$ cat src/rtl/core/kmh_pkg.sv
// Package for the keyed max-heap priority queue.
// Holds the word types, action and status codes and default sizes; no dependencies.
package kmh_pkg;

    localparam int CAPACITY_DEF  = 64;
    localparam int TIME_BITS_DEF = 16;

    localparam logic [1:0] ACT_INSERT = 2'd0;
    localparam logic [1:0] ACT_PEEK   = 2'd1;
    localparam logic [1:0] ACT_UPDATE = 2'd2;
    localparam logic [1:0] ACT_DRAIN  = 2'd3;

    localparam logic [2:0] ST_OK     = 3'd0;
    localparam logic [2:0] ST_ABSENT = 3'd1;
    localparam logic [2:0] ST_NEVER  = 3'd2;
    localparam logic [2:0] ST_FULL   = 3'd3;
    localparam logic [2:0] ST_EMPTY  = 3'd4;

    typedef struct packed {
        logic [1:0]  action;
        logic [3:0]  severity;
        logic [15:0] arrival_time;
        logic [15:0] patient_id;
    } req_t;

    typedef struct packed {
        logic [2:0]  status;
        logic [15:0] entry_id;
        logic [3:0]  entry_severity;
        logic [15:0] entry_arrival;
        logic        last;
    } rsp_t;

endpackage

$ cat src/rtl/core/keyed_max_heap_priority_queue_top.sv
// Top level of the keyed priority queue: sequencer, result register and entry store.
// Depends on kmh_pkg and kmh_mem.
//
//  channel | direction | handshake                | word
//  req     | in        | req_valid / req_ready    | kmh_pkg::req_t
//  rsp     | out       | rsp_valid / rsp_ready    | kmh_pkg::rsp_t
//
// One request word is taken at a time; req_ready is high only while the sequencer is idle.
// Entries are kept sorted by priority in the store, highest first; peek reads the top entry.
// Insert shifts lower-ranked entries down and drops the key into the hole; update scans
// every id, then runs an insertion-sort pass; drain emits every entry, highest first.
// Reset clears the entry count and sets the id counter to one; no clearing pass is run.
// A full result register stalls the sequencer until rsp_ready frees it.
module keyed_max_heap_priority_queue_top #(
    parameter int CAPACITY  = kmh_pkg::CAPACITY_DEF,
    parameter int TIME_BITS = kmh_pkg::TIME_BITS_DEF
) (
    input  logic          clk,
    input  logic          rst_n,
    input  logic          req_valid,
    output logic          req_ready,
    input  kmh_pkg::req_t req,
    output logic          rsp_valid,
    input  logic          rsp_ready,
    output kmh_pkg::rsp_t rsp
);

    import kmh_pkg::*;

    localparam int AW = (CAPACITY > 1) ? $clog2(CAPACITY) : 1;
    localparam int CW = $clog2(CAPACITY + 1);
    localparam int EW = 20 + TIME_BITS;

    localparam logic [3:0] S_IDLE = 4'd0;
    localparam logic [3:0] S_IRD  = 4'd1;
    localparam logic [3:0] S_ICMP = 4'd2;
    localparam logic [3:0] S_IPUT = 4'd3;
    localparam logic [3:0] S_ORD  = 4'd4;
    localparam logic [3:0] S_OKEY = 4'd5;
    localparam logic [3:0] S_URD  = 4'd6;
    localparam logic [3:0] S_UCHK = 4'd7;
    localparam logic [3:0] S_PK   = 4'd8;
    localparam logic [3:0] S_DRD  = 4'd9;
    localparam logic [3:0] S_DOUT = 4'd10;
    localparam logic [3:0] S_EMIT = 4'd11;

    logic [3:0]           state_reg, state_next;
    logic [CW-1:0]        count_reg, count_next;
    logic [15:0]          next_id_reg, next_id_next;
    logic [CW-1:0]        i_reg, i_next;
    logic [AW-1:0]        j_reg, j_next;
    logic                 sort_reg, sort_next;
    logic                 found_reg, found_next;
    logic [15:0]          key_id_reg, key_id_next;
    logic [3:0]           key_sev_reg, key_sev_next;
    logic [TIME_BITS-1:0] key_arr_reg, key_arr_next;
    logic [15:0]          pid_reg, pid_next;
    rsp_t                 res_reg, res_next;
    rsp_t                 out_reg, out_next;
    logic                 out_valid_reg, out_valid_next;

    logic                 we, re;
    logic [AW-1:0]        waddr, raddr;
    logic [EW-1:0]        wdata, rdata;
    logic [15:0]          r_id;
    logic [3:0]           r_sev;
    logic [TIME_BITS-1:0] r_arr;
    logic                 key_above;
    logic                 slot_free;
    logic                 accept;
    logic [TIME_BITS-1:0] in_arr;
    logic [CW-1:0]        i_inc;
    logic [CW-1:0]        count_m1;

    kmh_mem #(
        .DEPTH (CAPACITY),
        .WIDTH (EW),
        .AW    (AW)
    ) u_mem (
        .clk   (clk),
        .we    (we),
        .waddr (waddr),
        .wdata (wdata),
        .re    (re),
        .raddr (raddr),
        .rdata (rdata)
    );

    assign r_id  = rdata[EW-1 -: 16];
    assign r_sev = rdata[TIME_BITS +: 4];
    assign r_arr = rdata[TIME_BITS-1:0];

    // The held key outranks the stored entry: higher severity, then earlier arrival,
    // then smaller id.
    assign key_above = (key_sev_reg > r_sev) ||
                       ((key_sev_reg == r_sev) &&
                        ((key_arr_reg < r_arr) ||
                         ((key_arr_reg == r_arr) && (key_id_reg < r_id))));

    assign slot_free = !out_valid_reg || rsp_ready;
    assign req_ready = (state_reg == S_IDLE);
    assign accept    = req_valid && req_ready;
    assign in_arr    = TIME_BITS'(req.arrival_time);
    assign i_inc     = i_reg + CW'(1);
    assign count_m1  = count_reg - CW'(1);

    always_comb
    begin
        state_next     = state_reg;
        count_next     = count_reg;
        next_id_next   = next_id_reg;
        i_next         = i_reg;
        j_next         = j_reg;
        sort_next      = sort_reg;
        found_next     = found_reg;
        key_id_next    = key_id_reg;
        key_sev_next   = key_sev_reg;
        key_arr_next   = key_arr_reg;
        pid_next       = pid_reg;
        res_next       = res_reg;
        out_next       = out_reg;
        out_valid_next = out_valid_reg && !rsp_ready;
        we             = 1'b0;
        waddr          = '0;
        wdata          = {key_id_reg, key_sev_reg, key_arr_reg};
        re             = 1'b0;
        raddr          = '0;

        case (state_reg)
            S_IDLE:
            begin
                if (accept)
                begin
                    res_next       = '0;
                    res_next.last  = 1'b1;
                    pid_next       = req.patient_id;
                    key_sev_next   = req.severity;
                    i_next         = '0;
                    found_next     = 1'b0;
                    sort_next      = 1'b0;
                    case (req.action)
                        ACT_INSERT:
                        begin
                            if (count_reg >= CW'(CAPACITY))
                            begin
                                res_next.status = ST_FULL;
                                state_next      = S_EMIT;
                            end
                            else
                            begin
                                key_id_next             = next_id_reg;
                                key_arr_next            = in_arr;
                                res_next.status         = ST_OK;
                                res_next.entry_id       = next_id_reg;
                                res_next.entry_severity = req.severity;
                                res_next.entry_arrival  = 16'(in_arr);
                                next_id_next            = next_id_reg + 16'd1;
                                count_next              = count_reg + CW'(1);
                                j_next                  = AW'(count_m1);
                                state_next = (count_reg == '0) ? S_IPUT : S_IRD;
                            end
                        end
                        ACT_PEEK:
                        begin
                            if (count_reg == '0)
                            begin
                                res_next.status = ST_EMPTY;
                                state_next      = S_EMIT;
                            end
                            else
                            begin
                                re         = 1'b1;
                                state_next = S_PK;
                            end
                        end
                        ACT_UPDATE:
                        begin
                            if (count_reg == '0)
                            begin
                                res_next.status   = (next_id_reg > req.patient_id) ?
                                                    ST_ABSENT : ST_NEVER;
                                res_next.entry_id = req.patient_id;
                                state_next        = S_EMIT;
                            end
                            else
                            begin
                                state_next = S_URD;
                            end
                        end
                        default:
                        begin
                            if (count_reg == '0)
                            begin
                                res_next.status = ST_EMPTY;
                                state_next      = S_EMIT;
                            end
                            else
                            begin
                                state_next = S_DRD;
                            end
                        end
                    endcase
                end
            end

            S_IRD:
            begin
                re         = 1'b1;
                raddr      = j_reg;
                state_next = S_ICMP;
            end

            // Insertion step: shift the compared entry one place down while the key
            // outranks it, otherwise drop the key into the hole.
            S_ICMP:
            begin
                we    = 1'b1;
                waddr = j_reg + AW'(1);
                if (key_above)
                begin
                    wdata = rdata;
                    if (j_reg == '0)
                    begin
                        state_next = S_IPUT;
                    end
                    else
                    begin
                        re     = 1'b1;
                        raddr  = j_reg - AW'(1);
                        j_next = j_reg - AW'(1);
                    end
                end
                else
                begin
                    i_next = i_inc;
                    if (sort_reg && (i_inc < count_reg))
                    begin
                        state_next = S_ORD;
                    end
                    else
                    begin
                        state_next = S_EMIT;
                    end
                end
            end

            S_IPUT:
            begin
                we     = 1'b1;
                waddr  = '0;
                i_next = i_inc;
                if (sort_reg && (i_inc < count_reg))
                begin
                    state_next = S_ORD;
                end
                else
                begin
                    state_next = S_EMIT;
                end
            end

            S_ORD:
            begin
                re         = 1'b1;
                raddr      = AW'(i_reg);
                state_next = S_OKEY;
            end

            S_OKEY:
            begin
                key_id_next  = r_id;
                key_sev_next = r_sev;
                key_arr_next = r_arr;
                re           = 1'b1;
                raddr        = AW'(i_reg - CW'(1));
                j_next       = AW'(i_reg - CW'(1));
                state_next   = S_ICMP;
            end

            S_URD:
            begin
                re         = 1'b1;
                raddr      = AW'(i_reg);
                state_next = S_UCHK;
            end

            // Every entry with the matching id takes the new severity; the arrival of
            // the last match is reported.
            S_UCHK:
            begin
                i_next = i_inc;
                if (r_id == pid_reg)
                begin
                    we                     = 1'b1;
                    waddr                  = AW'(i_reg);
                    wdata                  = {r_id, key_sev_reg, r_arr};
                    found_next             = 1'b1;
                    res_next.entry_arrival = 16'(r_arr);
                end
                if (i_inc < count_reg)
                begin
                    state_next = S_URD;
                end
                else if (found_next)
                begin
                    res_next.status         = ST_OK;
                    res_next.entry_id       = pid_reg;
                    res_next.entry_severity = key_sev_reg;
                    sort_next               = 1'b1;
                    i_next                  = CW'(1);
                    state_next = (count_reg > CW'(1)) ? S_ORD : S_EMIT;
                end
                else
                begin
                    res_next.status   = (next_id_reg > pid_reg) ? ST_ABSENT : ST_NEVER;
                    res_next.entry_id = pid_reg;
                    state_next        = S_EMIT;
                end
            end

            S_PK:
            begin
                res_next.status         = ST_OK;
                res_next.entry_id       = r_id;
                res_next.entry_severity = r_sev;
                res_next.entry_arrival  = 16'(r_arr);
                state_next              = S_EMIT;
            end

            S_DRD:
            begin
                re         = 1'b1;
                raddr      = AW'(i_reg);
                state_next = S_DOUT;
            end

            S_DOUT:
            begin
                if (slot_free)
                begin
                    out_valid_next          = 1'b1;
                    out_next.status         = ST_OK;
                    out_next.entry_id       = r_id;
                    out_next.entry_severity = r_sev;
                    out_next.entry_arrival  = 16'(r_arr);
                    out_next.last           = (i_reg == count_m1);
                    i_next                  = i_inc;
                    state_next = (i_reg == count_m1) ? S_IDLE : S_DRD;
                end
            end

            S_EMIT:
            begin
                if (slot_free)
                begin
                    out_valid_next = 1'b1;
                    out_next       = res_reg;
                    state_next     = S_IDLE;
                end
            end

            default:
            begin
                state_next = S_IDLE;
            end
        endcase
    end

    always_ff @(posedge clk or negedge rst_n)
    begin
        if (!rst_n)
        begin
            state_reg     <= S_IDLE;
            count_reg     <= '0;
            next_id_reg   <= 16'd1;
            out_valid_reg <= 1'b0;
            i_reg         <= '0;
            j_reg         <= '0;
            sort_reg      <= 1'b0;
            found_reg     <= 1'b0;
        end
        else
        begin
            state_reg     <= state_next;
            count_reg     <= count_next;
            next_id_reg   <= next_id_next;
            out_valid_reg <= out_valid_next;
            i_reg         <= i_next;
            j_reg         <= j_next;
            sort_reg      <= sort_next;
            found_reg     <= found_next;
        end
    end

    always_ff @(posedge clk)
    begin
        key_id_reg  <= key_id_next;
        key_sev_reg <= key_sev_next;
        key_arr_reg <= key_arr_next;
        pid_reg     <= pid_next;
        res_reg     <= res_next;
        out_reg     <= out_next;
    end

    assign rsp_valid = out_valid_reg;
    assign rsp       = out_reg;

`ifndef SYNTHESIS
    a_count_bound: assert property (@(posedge clk) disable iff (!rst_n)
        count_reg <= CW'(CAPACITY))
        else $error("entry count above capacity");

    a_insert_count: assert property (@(posedge clk) disable iff (!rst_n)
        (accept && (req.action == ACT_INSERT) && (count_reg < CW'(CAPACITY)))
        |=> (count_reg == $past(count_reg) + CW'(1)))
        else $error("insert did not grow the entry count");

    a_write_states: assert property (@(posedge clk) disable iff (!rst_n)
        we |-> ((state_reg == S_ICMP) || (state_reg == S_IPUT) || (state_reg == S_UCHK)))
        else $error("store written outside insert or update");

    a_drain_keeps: assert property (@(posedge clk) disable iff (!rst_n)
        (state_reg == S_DOUT) |-> (count_reg != '0))
        else $error("drain running on an empty store");
`endif

endmodule

$ cat src/rtl/core/kmh_mem.sv
// Entry store: synchronous RAM with one write port and one registered read port.
// Uses no package items; sized by the top level.
module kmh_mem #(
    parameter int DEPTH = 64,
    parameter int WIDTH = 36,
    parameter int AW    = 6
) (
    input  logic             clk,
    input  logic             we,
    input  logic [AW-1:0]    waddr,
    input  logic [WIDTH-1:0] wdata,
    input  logic             re,
    input  logic [AW-1:0]    raddr,
    output logic [WIDTH-1:0] rdata
);

    logic [WIDTH-1:0] mem [DEPTH];
    logic [WIDTH-1:0] rdata_reg;

    always_ff @(posedge clk)
    begin
        if (we)
        begin
            mem[waddr] <= wdata;
        end
    end

    // Read data holds its value until the next read.
    always_ff @(posedge clk)
    begin
        if (re)
        begin
            rdata_reg <= mem[raddr];
        end
    end

    assign rdata = rdata_reg;

endmodule
$ cat config.mk
export PLATFORM = sky130hd
export DESIGN_NAME = keyed_max_heap_priority_queue_top
export DESIGN_NICKNAME = d
export VERILOG_FILES = /design/src/rtl/core/kmh_pkg.sv /design/src/rtl/core/keyed_max_heap_priority_queue_top.sv /design/src/rtl/core/kmh_mem.sv
export SDC_FILE = /design/constraint.sdc
export NUM_CORES = 2
export LEC_CHECK = 0
export BUFFER_PORTS_ARGS = -buffer_cell sky130_fd_sc_hd__buf_2
export CELL_PAD_IN_SITES_DETAIL_PLACEMENT = 1
export CELL_PAD_IN_SITES_GLOBAL_PLACEMENT = 2
export CORE_UTILIZATION = 45
export DETAILED_ROUTE_END_ITERATION = 7
export PLACE_DENSITY_LB_ADDON = 0.1
export SYNTH_ARGS = -nofsm -noshare
export SYNTH_HDL_FRONTEND = slang
export SYNTH_SLANG_ARGS = --single-unit
$ cat constraint.sdc
create_clock -name clk -period 8.75 [get_ports clk]
set_input_delay 0 -clock clk [delete_from_list [all_inputs] [get_ports clk]]
set_output_delay 0 -clock clk [all_outputs]
set_load 0.005 [all_outputs]
==> results.md <==
- Flip-flop and latch count after synthesis: 2514
- Maxcap violations: 0
- Antenna violations before repair: 9
- Routability congestion estimate: 0.841
- Fmax: 0.151 GHz
- Wire length per cell after detailed routing: 32.7 um
- Number of detailed-routing iterations run before antenna repair: 5
- Setup slack of the worst register-to-register path: 2.13 ns
- Headroom to the max-slew limit: 15.4%
- Cell type with the highest aggregate area in the netlist: edfxtp_1
- Final Hold Violating Endpoints: 0
- Area share of the largest cell type after synthesis: 72.3%
- Start-to-end type of the worst setup path: reg -> reg
- Cell Chain, Critical Path: or4bb_2 -> buf_4 -> nor3_1 -> a221oi_1 -> a31o_1 -> nand3_1 -> nor3_2 -> a31oi_1 -> nand4_1 -> o211ai_1
- Least-Margin Pin Slew: 1.27 ns
- Die area: 230000 um2
- Count of input and output buffers: 83
- Origin of the worst min-delay path: req[24]
- Number of distinct library cells after synthesis: 84
- Remaining antenna violation count: 0
- Average footprint of a synthesized cell: 14.3 um2
- Kind of launch point of the worst setup path: flip-flop
- Cell Pwr Density: 352 nW/um2
- Clock Latency Late Sink: 0.92 ns
- Type of the worst min-delay path: in -> reg
- Detailed-route via count: 65055
- Delay of the slowest cell on the worst path: 0.93 ns
- Number of buffers inserted by post-CTS setup repair: 0
- CORE AREA: 226000 um2
- Area grow syn2layout: 14.0%
- Data arrival time of the critical path: 7.11 ns
- Total power draw: 0.0411 W
- Clock transition at path regs: 0.06 ns
- Run status: finished clean
- Dominant delay contributor by cell family on the critical path: simple AND/OR/NAND/NOR gates
- Register cell area after layout: 75300 um2
- Global-route wire length before repair: 494000 um
- Die X-Extent: 480 um
- Detailed router's first-iteration violation count: 6062
- RSZ-0062 raised after global routing: false
- Clock skew after layout: 0.0388 ns
- Flip-flop count of the largest register after layout: 2304
- Leakage Power: 40.1 nW
- Req. time, crit path: 9.24 ns
- Count of cells along the worst hold path: 4
- Number of buffers created by CTS: 290
- Setup tns final: 0 ns
- Final count of pins violating max slew: 0
- Nets in the synthesized netlist: 7299
- Number of warnings reported in the yosys synthesis log: 0
- Worst r2r path cells: 10
- Hold Path Sink: res_reg[9]
- Number of enable flip-flop cells after synthesis: 2471
- Cell with the largest stage delay on the worst path: dfrtp_1
- Bufs and invs on worst path: 1
- Max FO, Critical Path: 75
- Effective utilization at floorplan: 45.5%
- Top FF cell, synth: edfxtp_1
- Synth async-reset ratio: 1.71%
- Placed cell areas: 107000 um2
- Critical register-to-register path startpoint: state_reg[3]
- Hpwl dp: 205000 um
- Clk sinks: 2514
- Endpoint of the most critical register-to-register path: u_mem.rdata[32]
- Ratio of final minimum period to clock period: 75.7%
- Die Y: 480 um
- Layout cell share with drive strength beyond 1: 12.6%
- CTS tree: built
- Number of hold buffers added after CTS: 80
- Number of fillers in the final layout: 21761
- Shortest period the worst path allows: 6.62 ns
- Std cell rows: 174
- Num ports: 84
- Avg Vias per Cell: 6.14
- Clock Tree Buf Depth: 4
- Area of combinational cells with multiple inputs: 25800 um2
- Leading cell types by total area after synthesis: edfxtp_1 (72%), nand2_1 (5.9%), mux2i_1 (3.0%)
- Sort of element at the end of the critical path: flip-flop
- Vias in the first global route: 66124
- Total of cells resized after clock tree synthesis: 0
- Summed area of non-filler cells in the final layout: 117000 um2
- Total wirelength of the detailed-routed design: 347000 um
- Number of H-tree levels: 5
- Synthesized instance count: 7174
- Final setup fails: 0
- Portion of the post-synthesis area used by sequential elements: 73.4%
- Nets@finish: 7532
- Maximum number of pins on one net before global-route repair: 113
- Peak VDD IR: 0.315 mV
- CTS root buffer: clkbuf_16
- All-Layer GR Usage: 29.9%
- GRT overflow: 0
- DRC violation count after routing: 0
- Netlist Area Pre-Place: 103000 um2
## tightest hold or removal path: cells and delay by family
family | cells | cell delay, ns
simple gates | 1 | 0.04
buf+inv | 2 | 0.65
compound gates | 1 | 0.14
## layer usage
metal | vias up | global-route usage (%) | part of all wire (%)
met3 | 531 | 3.52 | 5.1
met2 | 2043 | 49.6 | 49
li1 | 27631 | - | -
met4 | 6 | 10.8 | 3.8
met5 | - | 0 | 0.013
met1 | 34844 | 40.8 | 42
## cell usage after synthesis, drive strengths merged, types with 17 or more instances
master  count
nand2    1618
a22o       27
nor4       42
o21ai     151
a31oi      22
a21oi     223
xor2       30
mux4       89
dfrtp      42
inv        92
ha         83
mux2       78
o21a       17
nand3     494
a221oi     30
a32o       20
o22a       25
nor3       47
xnor2      34
nand4     218
mux2i     306
buf       216
and3       29
a211oi     65
edfxtp   2471
o22ai      27
a32oi      51
nor2      122
a22oi      95
nor2b      19
clkbuf    223
## worst max path at each step
stage / startpoint / to / slack (ns) / depth (start not counted)
2_1_floorplan: u_mem.rdata[35] / u_mem.mem[0][0] / 3.16 / 11
6_report: state_reg[3] / u_mem.rdata[32] / 2.13 / 10
5_1_grt: state_reg[1] / u_mem.rdata[32] / 2.00 / 10
3_3_place_gp: u_mem.rdata[14] / u_mem.rdata[5] / 2.28 / 13
3_5_place_dp: state_reg[3] / u_mem.rdata[32] / 2.26 / 11
4_1_cts: u_mem.rdata[14] / u_mem.rdata[32] / 2.22 / 14
## kinds of logic (layout without fill, tap and decap cells)
logic type	after synthesis	after routing	synth area share, %
DFF	2514	2514	73.4
and+or+nand+nor	2651	2651	11.4
other	0	5	0
adders and majority gates	83	83	1.01
muxes	473	473	5.79
buffers and inverters	531	960	2.25
AOI/OAI and AO/OA	858	858	5.67
xor gates and xnor gates	64	64	0.546
## metrics by stage
step / cells / setup WS [ns] / util, % / hold WS (ns)
floorplan: 7174 / 3.16 / - / -0.296
detailed placement: 10027 / 2.26 / 47.6 / 0.170
global placement: 10027 / 2.28 / 47.6 / 0.155
CTS: 10595 / 2.22 / 51.8 / 0.000126
global route: 10597 / 2.00 / 51.8 / 0.0417
finish: 10600 / 2.13 / 51.8 / 0.0416
## report_power, final
part           leakage [nW]  switching [W]  total [W]  internal, W
Clock                  4.27        0.00476     0.0115      0.00672
Combinational          13.0         0.0102     0.0138      0.00357
Sequential             22.9       0.000510     0.0159       0.0154
Total                  40.1         0.0155     0.0411       0.0257
## cell usage in the layout (no fill, tap or decap), drive strengths merged, types with 29 or more instances in the layout
master	n
inv	99
xnor2	34
nor2	122
buf	300
clkbuf	373
xor2	30
mux2	78
dlygate4sd3	80
nor4	42
edfxtp	2471
ha	83
nand2	1618
mux2i	306
a211oi	65
o21ai	151
a21oi	223
nand3	494
nand4	218
a22oi	95
clkinv	87
dfrtp	42
nor3	47
mux4	89
a32oi	51
a221oi	30
and3	29
## final cells by class
type,count,area share [%]
antenna,5,0.0107
clock buffer,373,6.60
clock inverter,115,0.858
inverter,92,0.295
multi-input combinational,4129,22.1
sequential,2514,64.4
tap,2992,3.20
timing repair buffer,380,2.60
No activity file was read; power rests on OpenSTA's default activity.
